**config.mk**
```make
export PLATFORM = sky130hd
export DESIGN_NAME = mse_ctrl
export DESIGN_NICKNAME = d
export VERILOG_FILES = /design/src/design/mse_pkg.sv /design/src/design/mse_ctrl.sv
export SDC_FILE = /design/constraint.sdc
export NUM_CORES = 1
export LEC_CHECK = 0
export ABC_AREA = 1
export BUFFER_PORTS_ARGS = -buffer_cell sky130_fd_sc_hd__clkbuf_2
export CORE_MARGIN = 3
export CORE_UTILIZATION = 29
export DETAILED_ROUTE_END_ITERATION = 8
export GPL_ROUTABILITY_DRIVEN = 0
export PLACE_DENSITY = 0.47
export SYNTH_ARGS = -nofsm -noshare
export SYNTH_HDL_FRONTEND = slang
export SYNTH_SLANG_ARGS = --single-unit
```
**constraint.sdc**
```tcl
create_clock -name clk -period 11.5 [get_ports clk]
set_clock_uncertainty 0.1 [all_clocks]
set_input_delay 2.3 -clock clk [delete_from_list [all_inputs] [get_ports clk]]
set_output_delay 2.3 -clock clk [all_outputs]
set_load 0.02 [all_outputs]
```
**src/design/mse_pkg.sv**
```systemverilog
// Shared constants and controller/datapath command and status types for the merge sort engine.
package mse_pkg;

  localparam int unsigned MSE_MAX_ITEMS = 64;
  localparam int unsigned MSE_DATA_W    = 64;

  typedef struct packed {
    logic rd_sel;      // 0: read store A, 1: read store B
    logic wr_a;
    logic wr_b;
    logic wr_from_in;  // write the input value instead of a merge head
    logic take_left;
    logic ld_l;
    logic ld_r;
    logic out_load;
    logic out_last;
    logic out_ovf;
  } mse_cmd_t;

  typedef struct packed {
    logic le;          // left head <= right head, signed
    logic out_busy;    // output register holds an item not yet taken
  } mse_sts_t;

endpackage

```
**src/design/mse_ctrl.sv**
```systemverilog
// Controller: load counting, bottom-up merge pass sequencing and output sequencing.
module mse_ctrl
  import mse_pkg::*;
#(
  parameter int unsigned MAX_ITEMS = MSE_MAX_ITEMS
) (
  input  logic                         clk,
  input  logic                         rst_n,
  input  logic                         in_tvalid,
  output logic                         in_tready,
  input  logic                         in_tlast,
  input  logic                         out_tready,
  input  mse_sts_t                     sts,
  output mse_cmd_t                     cmd,
  output logic [$clog2(MAX_ITEMS)-1:0] rd_addr,
  output logic [$clog2(MAX_ITEMS)-1:0] wr_addr
);

  localparam int unsigned AW = $clog2(MAX_ITEMS);
  localparam int unsigned CW = $clog2(MAX_ITEMS + 1);
  localparam int unsigned WW = CW + 1;
  localparam int unsigned SW = CW + 3;

  localparam logic [3:0] S_LOAD  = 4'd0;
  localparam logic [3:0] S_BLK   = 4'd1;
  localparam logic [3:0] S_FL    = 4'd2;
  localparam logic [3:0] S_FR    = 4'd3;
  localparam logic [3:0] S_MERGE = 4'd4;
  localparam logic [3:0] S_ML    = 4'd5;
  localparam logic [3:0] S_MR    = 4'd6;
  localparam logic [3:0] S_ORD   = 4'd7;
  localparam logic [3:0] S_OLD   = 4'd8;

  logic [3:0]    state_r, state_nxt;
  logic [CW-1:0] cnt_r, cnt_nxt;
  logic          drop_r, drop_nxt;
  logic [WW-1:0] w_r, w_nxt;
  logic [CW-1:0] lo_r, lo_nxt;
  logic [CW-1:0] mid_r, mid_nxt;
  logic [CW-1:0] hi_r, hi_nxt;
  logic [CW-1:0] l_r, l_nxt;
  logic [CW-1:0] r_r, r_nxt;
  logic [CW-1:0] o_r, o_nxt;
  logic [CW-1:0] k_r, k_nxt;
  logic          sel_r, sel_nxt;

  logic [SW-1:0] sum_mid;
  logic [SW-1:0] sum_hi;
  logic [CW-1:0] blk_mid;
  logic [CW-1:0] blk_hi;
  logic [CW-1:0] cnt_inc;
  logic [CW-1:0] l_inc;
  logic [CW-1:0] r_inc;
  logic [CW-1:0] o_inc;
  logic [CW-1:0] k_inc;
  logic [WW-1:0] w_dbl;
  logic          in_xfer;
  logic          room;
  logic          take_left;

  assign in_xfer = in_tvalid && in_tready;
  assign in_tready = (state_r == S_LOAD);
  assign room = cnt_r < CW'(MAX_ITEMS);
  assign cnt_inc = cnt_r + 1'b1;
  assign l_inc = l_r + 1'b1;
  assign r_inc = r_r + 1'b1;
  assign o_inc = o_r + 1'b1;
  assign k_inc = k_r + 1'b1;
  assign w_dbl = w_r << 1;

  // Block bounds, clamped to the set size.
  assign sum_mid = SW'(lo_r) + SW'(w_r);
  assign sum_hi  = sum_mid + SW'(w_r);
  assign blk_mid = (sum_mid > SW'(cnt_r)) ? cnt_r : sum_mid[CW-1:0];
  assign blk_hi  = (sum_hi > SW'(cnt_r)) ? cnt_r : sum_hi[CW-1:0];

  // Ties go to the left run, which keeps the sort stable.
  assign take_left = (l_r < mid_r) && (!(r_r < hi_r) || sts.le);

  always_comb begin
    state_nxt = state_r;
    cnt_nxt   = cnt_r;
    drop_nxt  = drop_r;
    w_nxt     = w_r;
    lo_nxt    = lo_r;
    mid_nxt   = mid_r;
    hi_nxt    = hi_r;
    l_nxt     = l_r;
    r_nxt     = r_r;
    o_nxt     = o_r;
    k_nxt     = k_r;
    sel_nxt   = sel_r;
    cmd       = '0;
    cmd.rd_sel = sel_r;
    rd_addr   = lo_r[AW-1:0];
    wr_addr   = o_r[AW-1:0];

    case (state_r)
      S_LOAD: begin
        wr_addr = cnt_r[AW-1:0];
        if (in_xfer) begin
          if (room) begin
            cmd.wr_a       = 1'b1;
            cmd.wr_from_in = 1'b1;
            cnt_nxt        = cnt_inc;
          end else begin
            drop_nxt = 1'b1;
          end
          if (in_tlast) begin
            lo_nxt  = '0;
            w_nxt   = WW'(1);
            sel_nxt = 1'b0;
            k_nxt   = '0;
            if (cnt_nxt > CW'(1)) begin
              state_nxt = S_BLK;
            end else begin
              state_nxt = S_ORD;
            end
          end
        end
      end
      S_BLK: begin
        rd_addr   = lo_r[AW-1:0];
        l_nxt     = lo_r;
        r_nxt     = blk_mid;
        o_nxt     = lo_r;
        mid_nxt   = blk_mid;
        hi_nxt    = blk_hi;
        state_nxt = S_FL;
      end
      S_FL: begin
        cmd.ld_l = 1'b1;
        rd_addr  = mid_r[AW-1:0];
        if (mid_r < hi_r) begin
          state_nxt = S_FR;
        end else begin
          state_nxt = S_MERGE;
        end
      end
      S_FR: begin
        cmd.ld_r  = 1'b1;
        state_nxt = S_MERGE;
      end
      S_MERGE: begin
        cmd.wr_a      = sel_r;
        cmd.wr_b      = ~sel_r;
        cmd.take_left = take_left;
        o_nxt         = o_inc;
        if (take_left) begin
          l_nxt   = l_inc;
          rd_addr = l_inc[AW-1:0];
        end else begin
          r_nxt   = r_inc;
          rd_addr = r_inc[AW-1:0];
        end
        if (o_inc == hi_r) begin
          if (hi_r == cnt_r) begin
            // Pass complete: the destination becomes the source of the next pass.
            sel_nxt = ~sel_r;
            w_nxt   = w_dbl;
            lo_nxt  = '0;
            k_nxt   = '0;
            if (w_dbl >= WW'(cnt_r)) begin
              state_nxt = S_ORD;
            end else begin
              state_nxt = S_BLK;
            end
          end else begin
            lo_nxt    = hi_r;
            state_nxt = S_BLK;
          end
        end else if (take_left) begin
          if (l_inc < mid_r) begin
            state_nxt = S_ML;
          end
        end else begin
          if (r_inc < hi_r) begin
            state_nxt = S_MR;
          end
        end
      end
      S_ML: begin
        cmd.ld_l  = 1'b1;
        state_nxt = S_MERGE;
      end
      S_MR: begin
        cmd.ld_r  = 1'b1;
        state_nxt = S_MERGE;
      end
      S_ORD: begin
        rd_addr = k_r[AW-1:0];
        if (!sts.out_busy || out_tready) begin
          state_nxt = S_OLD;
        end
      end
      S_OLD: begin
        cmd.out_load = 1'b1;
        cmd.out_last = (k_inc == cnt_r);
        cmd.out_ovf  = drop_r;
        k_nxt        = k_inc;
        if (k_inc == cnt_r) begin
          cnt_nxt   = '0;
          drop_nxt  = 1'b0;
          state_nxt = S_LOAD;
        end else begin
          state_nxt = S_ORD;
        end
      end
      default: begin
        state_nxt = S_LOAD;
      end
    endcase
  end

  always_ff @(posedge clk) begin
    if (!rst_n) begin
      state_r <= S_LOAD;
      cnt_r   <= '0;
      drop_r  <= 1'b0;
    end else begin
      state_r <= state_nxt;
      cnt_r   <= cnt_nxt;
      drop_r  <= drop_nxt;
    end
    w_r   <= w_nxt;
    lo_r  <= lo_nxt;
    mid_r <= mid_nxt;
    hi_r  <= hi_nxt;
    l_r   <= l_nxt;
    r_r   <= r_nxt;
    o_r   <= o_nxt;
    k_r   <= k_nxt;
    sel_r <= sel_nxt;
  end

endmodule

```
# [Word level (Yosys, flattened, before mapping)]
# Cells that the tools add are included.
[totals] word_cells=134 mem_bits_ro=0 in_bits=7 latch_bits=0 memories=0 reg_bits=70 mem_bits_rw=0
[classes] n_reduce_logical=22 order_cmp=10 shift=0 muxes=60 n_eq_ne=22 n_bitwise=1 n_div=0 mul=0 addsub=7
[ops] op="two-way mux 7 bit" n=15
[ops] op="case mux 7 bit (2 select lines)" n=5
[ops] op="adder 7 x 1 -> 7 bit, second input constant" n=5
[ops] op="less-than comparator 7 bit" n=5
[ops] op="two-way mux 4 bit" n=8
[ops] op="two-way mux 8 bit" n=4
[ops] op="case mux 4 bit (7 select lines)" n=1
[ops] op="== test 7 bit" n=3
[ops] op="case mux 7 bit (3 select lines)" n=1
[ops] op="case mux 6 bit (3 select lines)" n=1
[ops] op="== test 4 x 3 -> 1 bit, second input constant" n=4
[ops] op="case mux 8 bit (2 select lines)" n=1
[ops] op="two-way mux 3 bit" n=5
[ops] op="AND reduction 5 bit" n=3
[ops] op="two-way mux 1 bit" n=14
[ops] op="inequality test 2 bit, second input constant" n=7
[ops] op="two-way mux 6 bit" n=2
[ops] op="adder 9 x 8 -> 10 bit" n=1
[ops] op="> comparator 10 x 7 -> 1 bit" n=1
[ops] op="adder 7 x 8 -> 9 bit" n=1
[ops] op="> comparator 9 x 7 -> 1 bit" n=1
[ops] op="== test 4 x 2 -> 1 bit, second input constant" n=2
[ops] op=">= comparator 8 x 7 -> 1 bit" n=1
[ops] op="inequality test 4 bit, second input constant" n=2
[ops] op="18 further kinds" n=29

# [Logic depth before layout (Yosys ltp)]
# Gate-level depths: netlist of the first run.
[depth] depth_word=9 mapped_depth=19 ltp_nobuf=19

# [Least setup slack after synthesis of the first run]
# OpenSTA, ideal clock, no wires.
[synth_timing] path_type="input to output" from="input sts[1] (netlist bit)" to="output rd_addr[2]" n_path_buf=0 required_time_ps=9100 arrival_ps=3275 path_slack_ps=5825 cell_stages=7 path_cell_list="nand3b_1 nand2_2 nor2_2 inv_1 nand2_1 o21ai_0 o2111ai_1"
[synth_via] elab_chain_cells=4
[synth_lines] item="from (decl)" line="mse_ctrl.sv:13" source="input mse_sts_t sts,"
[synth_lines] item="logical OR 1 bit" line="mse_ctrl.sv:78" source="assign take_left = (l_r < mid_r) && (!(r_r < hi_r) || sts.le);"
[synth_lines] item="logical AND 1 bit" line="mse_ctrl.sv:78"
[synth_lines] item="two-way mux 6 bit" line="mse_ctrl.sv:149" source="if (take_left) begin"
[synth_lines] item="case mux 6 bit (3 select lines)" line="mse_ctrl.sv:98" source="case (state_r)"
[synth_lines] item="to (decl)" line="mse_ctrl.sv:15" source="output logic [$clog2(MAX_ITEMS)-1:0] rd_addr,"
# No other way between the ends.

# [Final worst setup path of the first run]
[layout_timing] from="input sts[1] (netlist bit)" to="output rd_addr[1]"
# The elaborated chain is that of the path after synthesis.

==> results of run 1 <==
==> placed cells by master, fill, tap and decap left out, types with 5 or more instances in the layout <==
cell       netlist  final
edfxtp_1        58     58
and2_1           7      7
clkbuf_2         0     29
o21a_1           6      6
nand4_1         15     15
dfxtp_1         12     12
nand3b_1         7      7
xnor2_1         13     13
ha_1            70     70
clkbuf_16        0      9
nor3_1           6      5
nor2_1          67     67
nand3_1         69     69
o21ai_0         29     29
nor2_2          11     11
nand2_1        207    207
xor2_1          20     20
a21oi_1         46     46
inv_1          103    103
o2111ai_1        7      7
==> final cells by class <==
| type | instances | share of cell area (%) |
|---|---|---|
| repair buffers | 31 | 2.34 |
| inverters | 109 | 5.97 |
| well taps | 270 | 4.93 |
| multi-input cells | 621 | 53.9 |
| flip-flops and latches | 70 | 28.9 |
| clock buffers | 11 | 3.40 |
| clock inverters | 5 | 0.529 |
==> state kept, by name (all words and copies together), names as in the netlist <==
register	flops
w_r	8
cnt_r	7
hi_r	7
k_r	7
l_r	7
lo_r	7
mid_r	7
o_r	7
r_r	7
state_r	4
drop_r	1
sel_r	1
==> final timing paths <==
path,slack (ns),endpoint,startpoint,cells after the start
min reg2reg,0.36,drop_r,drop_r,2
min,0.36,drop_r,drop_r,2
max reg2reg,7.11,hi_r[6],w_r[0],18
max,5.59,rd_addr[1],sts[1],9
==> cells in the mapped netlist (11+ instances only) <==
cell and n:
xnor2_1 13, nor2_2 11, nand4_1 15, nor2_1 67
ha_1 70, edfxtp_1 58, nand3_1 69, nand2_1 207
inv_1 103, xor2_1 20, a21oi_1 46, o21ai_0 29
dfxtp_1 12
==> critical path: stages <==
cell	delay (ns)
clkbuf_2	0.08
nand3b_1	0.11
nand2_2	0.15
nor2_2	0.28
inv_1	0.14
nand2_1	0.08
o21ai_0	0.08
o2111ai_1	0.08
clkbuf_2	0.20
==> through the flow <==
| step | util [%] | cell area, um2 | hold WS (ns) | setup slack (ns) |
|---|---|---|---|---|
| finish | 33.3 | 6850 | 0.364 | 5.59 |
| CTS | 33.3 | 6850 | 0.361 | 5.60 |
| floorplan | - | 6170 | 0.331 | 5.82 |
| detailed placement | 32.0 | 6590 | 0.352 | 5.60 |
| global route | 33.3 | 6850 | 0.404 | 5.47 |
| global placement | 32.0 | 6590 | 0.351 | 5.68 |
==> cell families (layout without fill, tap and decap cells) <==
group           Yosys count  in the layout  synth area share [%]
flops                    70             70                  32.1
simple gates            406            406                  29.6
compound gates          111            111                  11.1
xor+xnor                 33             33                  4.69
buf+inv                 124            156                  7.99
fa+ha+maj                71             71                  14.5
==> routing by layer <==
| layer | vias to the layer above | routed length, um | GRT usage, % |
|---|---|---|---|
| li1 | 2792 | - | - |
| met1 | 2496 | 9200 | 22.9 |
| met2 | 92 | 8070 | 24.9 |
| met3 | 23 | 714 | 3.07 |
| met4 | 0 | 428 | 5.27 |
| met5 | - | 0 | 0 |
==> results.cfg, run 1 <==
[run_status]
status = finished, final reports clean

[synthesis]
ys_warn_count = 0
synth_enable_flop_cells = 58
synth_top_area_cell = edfxtp_1
synth-seq-cells = 70
syn_inst = 815
synthesis.area_um2 = 6170
synth-main-ff-cell = edfxtp_1
synth_top_area_share_pct = 28.2
syn_area_per_cell_um2 = 7.57
yosysSeqAreaShare_pct = 32.1
synth_cell_types = 45
async_flop_share_pct = 0
syn_nets = 893
synth_area_leaders = edfxtp_1 (28%), ha_1 (14%), nand2_1 (13%), inv_1 (6.3%), nand3_1 (5.6%)

[finish]
area_growth_syn_to_layout_pct = 11.2
num_antenna_cells = 0
seq_area_um2 = 1980
num-fill-cells = 2225
drive_above_1_share_pct = 9.68
final_nets = 920
layoutNonFillerInstCount = 1117
multi_input_area_um2 = 3700

[job]
drv_cap = 0

[critical_path]
worstSetupStartpointType = input port
crit_type = in2out
crit_arrival_ns = 3.51
endpoint_kind = output port
crit_fanout = 9
cp.required_ns = 9.10

[cts]
numClockSinks = 70
ctsLongestPathBuffers = 2
cts_made_buffers = 9
clkTransAtPathRegs_ns = 0.06
cts_setup_buffers = 0
clockRootBuffer = clkbuf_16
clkLatencyLatePin_ns = 0.35
htree_levels = 3
cts_tree = done
cts_resized = 0
cts_hold_buf = 0

[route]
post_drt_wl_per_cell_um = 16.5
wirelength_um = 18400
via_count = 5403
antenna_left = 0
via_per_inst = 4.84
drt_pre_antenna_iters = 5
drc = 0
dr.first_iter.drc_count = 414

[timing]
period_needed_ns = 5.91
period_share_pct = 51.4
setup_viol = 0
setup_tns_ns = 0
hold_viol = 0
max_freq_mhz = 169
rsz0062_at_grt = no
worstMarginPinSlew_ns = 0.967
finalMaxSlewViolations = 0
slew_headroom_pct = 35.3

[worst_hold_path]
hold_path.class = reg2reg

[global_route]
antenna_found_initial = 0
grt-ovfl-total = 0
grt_max_degree = 34
track_usage_pct = 16.2
grt_pass1_vias = 5291
grt_pass1_wl_um = 29700

[die]
dieArea_um2 = 23000
num_rows = 52
initial_core_util_pct = 30.0
die-width_um = 152
pin_count = 30
die_y_um = 152
fp.coreArea_um2 = 20600

[place]
dp.cells = 1101
io_buffers = 29
place_hpwl_um = 14900
Power of run 1 is not shown: default switching activity piles up to over one toggle a cycle in this logic, so the estimate is an artifact.
==> run 2: changes to the inputs <==
Clock period 11.5 ns to 5.6 ns, I/O delays scaled along.
==> results.cfg, run 2 (same netlist as run 1, synthesis figures left out) <==
[route]
via_per_inst = 4.90
drc = 0
wirelength_um = 19100
post_drt_wl_per_cell_um = 17.1
dr.first_iter.drc_count = 386
drt_pre_antenna_iters = 5
via_count = 5477
antenna_left = 0

[cts]
ctsLongestPathBuffers = 2
cts_resized = 0
clkLatencyLatePin_ns = 0.35
cts_setup_buffers = 0
cts_hold_buf = 0
cts_made_buffers = 9
clockRootBuffer = clkbuf_16
htree_levels = 3
clkTransAtPathRegs_ns = 0.06
cts_tree = done
numClockSinks = 70

[critical_path]
worstSetupStartpointType = flip-flop
crit_chain = ha_1 -> fa_1 -> nand3_1 -> nand3_1 -> xor2_1 -> inv_1 -> ha_1 -> a21oi_1 -> xnor2_1 -> ha_1 -> nand2_1 -> nor2_1 -> o21ai_0 -> inv_1 -> o21a_1 -> o21ai_1 -> nand2_4 -> nand2_1 -> nand2_1
endpoint_kind = flip-flop
crit_arrival_ns = 4.27
crit_type = reg2reg
critPathMaxStageDelay_ns = 0.50
crit_slowest_cell = edfxtp_1
cp.required_ns = 5.60
crit_fanout = 8

[global_route]
grt_pass1_vias = 5272
grt_max_degree = 22
antenna_found_initial = 0
grt-ovfl-total = 0
track_usage_pct = 16.4
grt_pass1_wl_um = 30000

[die]
initial_core_util_pct = 30.0
pin_count = 30
dieArea_um2 = 23000
num_rows = 52
die_y_um = 152
fp.coreArea_um2 = 20600
die-width_um = 152

[timing]
worstMarginPinSlew_ns = 0.906
rsz0062_at_grt = no
slew_headroom_pct = 39.4
period_share_pct = 76.3
setup_viol = 0
setup_tns_ns = 0
period_needed_ns = 4.27
max_freq_mhz = 234
finalMaxSlewViolations = 0
hold_viol = 0

[finish]
mostFrequentLayoutCells = nand2_1 (207), inv_1 (103), ha_1 (70)
area_growth_syn_to_layout_pct = 11.3
multi_input_area_um2 = 3700
seq_area_um2 = 1980
num_antenna_cells = 0
drive_above_1_share_pct = 9.68
layout_commonest_cell = nand2_1
regMostFlops = w_r
largest_reg_flops = 8
num-fill-cells = 2242
final_area_um2 = 6870
final_nets = 920
post-route-util_pct = 33.4

[worst_hold_path]
hold_path.class = reg2reg

[place]
dpl-instance-area_um2 = 6590
io_buffers = 29
place_hpwl_um = 15100

[run_status]
status = finished, final reports clean

[job]
drv_cap = 0
-- run 2: worst paths after layout --
| kind | startpoint | endpoint | slack (ns) | cells past startpoint |
|---|---|---|---|---|
| max | w_r[0] | hi_r[6] | 1.33 | 19 |
| min | drop_r | drop_r | 0.36 | 2 |
| max reg2reg | w_r[0] | hi_r[6] | 1.33 | 19 |
| min reg2reg | drop_r | drop_r | 0.36 | 2 |
-- run 2: cell type report --
| cell class | count | share of cell area, % |
|---|---|---|
| multi-input cells | 621 | 53.9 |
| clock inverters | 2 | 0.146 |
| well taps | 270 | 4.92 |
| inverters | 109 | 5.96 |
| flip-flops and latches | 70 | 28.9 |
| clock buffers | 14 | 3.85 |
| repair buffers | 31 | 2.33 |
-- run 2: worst max-delay path: cells and delay by family (launching register included) --
family,cells,cell delay [ns]
XOR/XNOR,2,0.37
flip-flops,1,0.50
buffers and inverters,2,0.15
AO/OA/AOI/OAI,4,0.94
adder cells (fa/ha/maj),4,1.32
AND/OR/NAND/NOR,7,0.63
-- run 2: per-layer routing --
layer / up-vias / GRT usage, % / wire (um)
met2: 100 / 25.4 / 8460
met3: 28 / 2.36 / 676
met4: 0 / 5.86 / 499
li1: 2791 / - / -
met1: 2558 / 23.4 / 9420
met5: - / 0 / 0
-- run 2: through the flow --
stage	worst slack (ns)	hold slack (ns)	cells
floorplan	1.78	0.331	815
global placement	1.44	0.360	1101
detailed placement	1.36	0.353	1101
CTS	1.35	0.363	1117
global route	1.01	0.393	1117
finish	1.33	0.363	1117
Power of run 2 is left out for the same reason.
==> run 3: changes to the inputs <==
Settings changed: ABC_AREA 1 to 0.
Clock period 5.6 ns to 4.2 ns, I/O delays scaled along.
==> results.cfg, run 3 <==
[global_route]
track_usage_pct = 17.1
grt_use_met2_pct = 27.0
grt_max_degree = 33
grt_pass1_wl_um = 29200
antenna_found_initial = 0
grt_util_met1_pct = 23.8
grtUsageMet3_pct = 3.10
grt-ovfl-total = 0
top_usage_layer = met2
grt_pass1_vias = 5043

[synthesis]
synth-seq-cells = 70
synthesis.area_um2 = 5950
syn_inst = 655
synth_top_area_cell = edfxtp_1
syn_nets = 733
synth_top_area_share_pct = 29.3
async_flop_share_pct = 0
ys_warn_count = 0
yosysSeqAreaShare_pct = 33.3
synth_top_cells_by_count = ha_1 (70), edfxtp_1 (58), nand2_1 (51), nor2_1 (50), a21oi_1 (42)
synth_enable_flop_cells = 58
yosysMostFrequentCell = ha_1
synth_cell_types = 63
syn_area_per_cell_um2 = 9.08
synth-main-ff-cell = edfxtp_1
synth_area_leaders = edfxtp_1 (29%), ha_1 (15%), xnor2_1 (5.0%), dfxtp_1 (4.0%), a21oi_1 (3.5%)

[critical_path]
ff2ff_setup_slack_ns = 0.17
crit_type = reg2reg
cp.required_ns = 4.20
crit_arrival_ns = 4.03
endpoint_kind = flip-flop
ff2ff_path_depth = 16
worstReg2RegEnd = hi_r[3]
crit_fanout = 7
r2r-start = lo_r[1]
worstSetupStartpointType = flip-flop

[timing]
setup_viol = 0
hold_viol = 0
slew_headroom_pct = 50.0
holdWs_ns = 0.437
finalMaxSlewViolations = 0
period_needed_ns = 4.03
max_freq_mhz = 248
worstMarginPinSlew_ns = 0.749
period_share_pct = 96.0

[route]
drc = 0
via_count = 5277
post_drt_wl_per_cell_um = 19.4
antenna_left = 0
drt_pre_antenna_iters = 5
via_per_inst = 5.40
dr.first_iter.drc_count = 361
wirelength_um = 18900

[cts]
cts_made_buffers = 9
cts_tree = done
cts_hold_buf = 0
clkLatencyLatePin_ns = 0.35
htree_levels = 3
clockRootBuffer = clkbuf_16
ctsLongestPathBuffers = 2
numClockSinks = 70
clkTransAtPathRegs_ns = 0.07

[finish]
num_antenna_cells = 0
layout_commonest_cell = ha_1
drive_above_1_share_pct = 17.8
largest_reg_flops = 8
multi_input_area_um2 = 3830
final_nets = 785
mostFrequentLayoutCells = ha_1 (65), edfxtp_1 (58), nand2_1 (51)
regMostFlops = w_r
seq_area_um2 = 1980
num-fill-cells = 2015
area_growth_syn_to_layout_pct = 17.7

[die]
die_y_um = 149
fp.coreArea_um2 = 19800
num_rows = 51
initial_core_util_pct = 30.1
pin_count = 30
dieArea_um2 = 22300
die-width_um = 149

[place]
io_buffers = 29
place_hpwl_um = 14600

[job]
drv_cap = 0

[worst_hold_path]
hold_depth = 2
whs_endpoint = drop_r
hold_path.class = reg2reg
min-delay-start = drop_r

[run_status]
status = finished, final reports clean
==> run 3: cell type report <==
type,count,share of cell area (%)
Clock buffer,9,3.22
Sequential cell,70,28.3
Multi-Input combinational cell,523,54.7
Clock inverter,7,0.697
Timing Repair Buffer,72,6.74
Tap cell,265,4.73
Inverter,31,1.66
==> run 3: how the worst max path moves through the flow <==
stage	from	to	slack, ns	cells after the start
2_1_floorplan	w_r[0]	hi_r[1]	0.23	14
3_3_place_gp	w_r[0]	hi_r[2]	0.14	14
3_5_place_dp	w_r[0]	hi_r[3]	-0.004	16
4_1_cts	w_r[0]	hi_r[3]	0.01	17
5_1_grt	lo_r[1]	hi_r[6]	-0.05	17
6_report	lo_r[1]	hi_r[3]	0.17	16
==> run 3: cell families after synthesis <==
family	after synthesis	synth area share, %
AND/OR/NAND/NOR	221	18.3
AO/OA/AOI/OAI	158	17.4
adder cells (fa/ha/maj)	71	15.1
flip-flops	70	33.3
buffers and inverters	62	4.04
XOR/XNOR	57	8.86
multiplexers	16	2.97
==> run 3: metal layers <==
metal	routed length (um)	vias up
li1	-	2533
met1	8620	2521
met2	8750	187
met3	1110	36
met4	425	0
met5	0	-
==> run 3: stage by stage <==
stage / utilization, % / TNS (ns) / area [um2] / setup WS (ns) / std cells
after global placement: 33.1 / 0 / 6550 / 0.139 / 949
after detailed placement: 33.1 / -0.00379 / 6550 / -0.00379 / 949
after floorplan: - / 0 / 5950 / 0.234 / 655
after global routing: 35.4 / -0.263 / 7000 / -0.0527 / 977
final: 35.4 / 0 / 7000 / 0.167 / 977
after CTS: 34.6 / 0 / 6840 / 0.0104 / 967
==> run 3: what timing repair did <==
| item | in CTS | in global routing |
|---|---|---|
| gates resized for setup | 0 | 19 |
| pin swaps | 1 | 5 |
| buffers inserted | 2 | 10 |
| hold endpoints to repair | 0 | 0 |
| endpoints found under the setup margin | 6 | 7 |
==> run 3: critical path, cell delays in order (launching register included) <==
cell and delay [ns]:
edfxtp_1 0.45, ha_1 0.30, a21o_1 0.21, a21oi_1 0.19, xnor2_1 0.12, ha_1 0.33
o21ai_2 0.08, nor2_1 0.19, nor2_2 0.07, xnor2_1 0.26, ha_1 0.31, o21a_1 0.11
o21ai_0 0.19, a21oi_1 0.14, a211oi_4 0.22, buf_6 0.16, mux2_2 0.34
Power of run 3 is left out for the same reason.
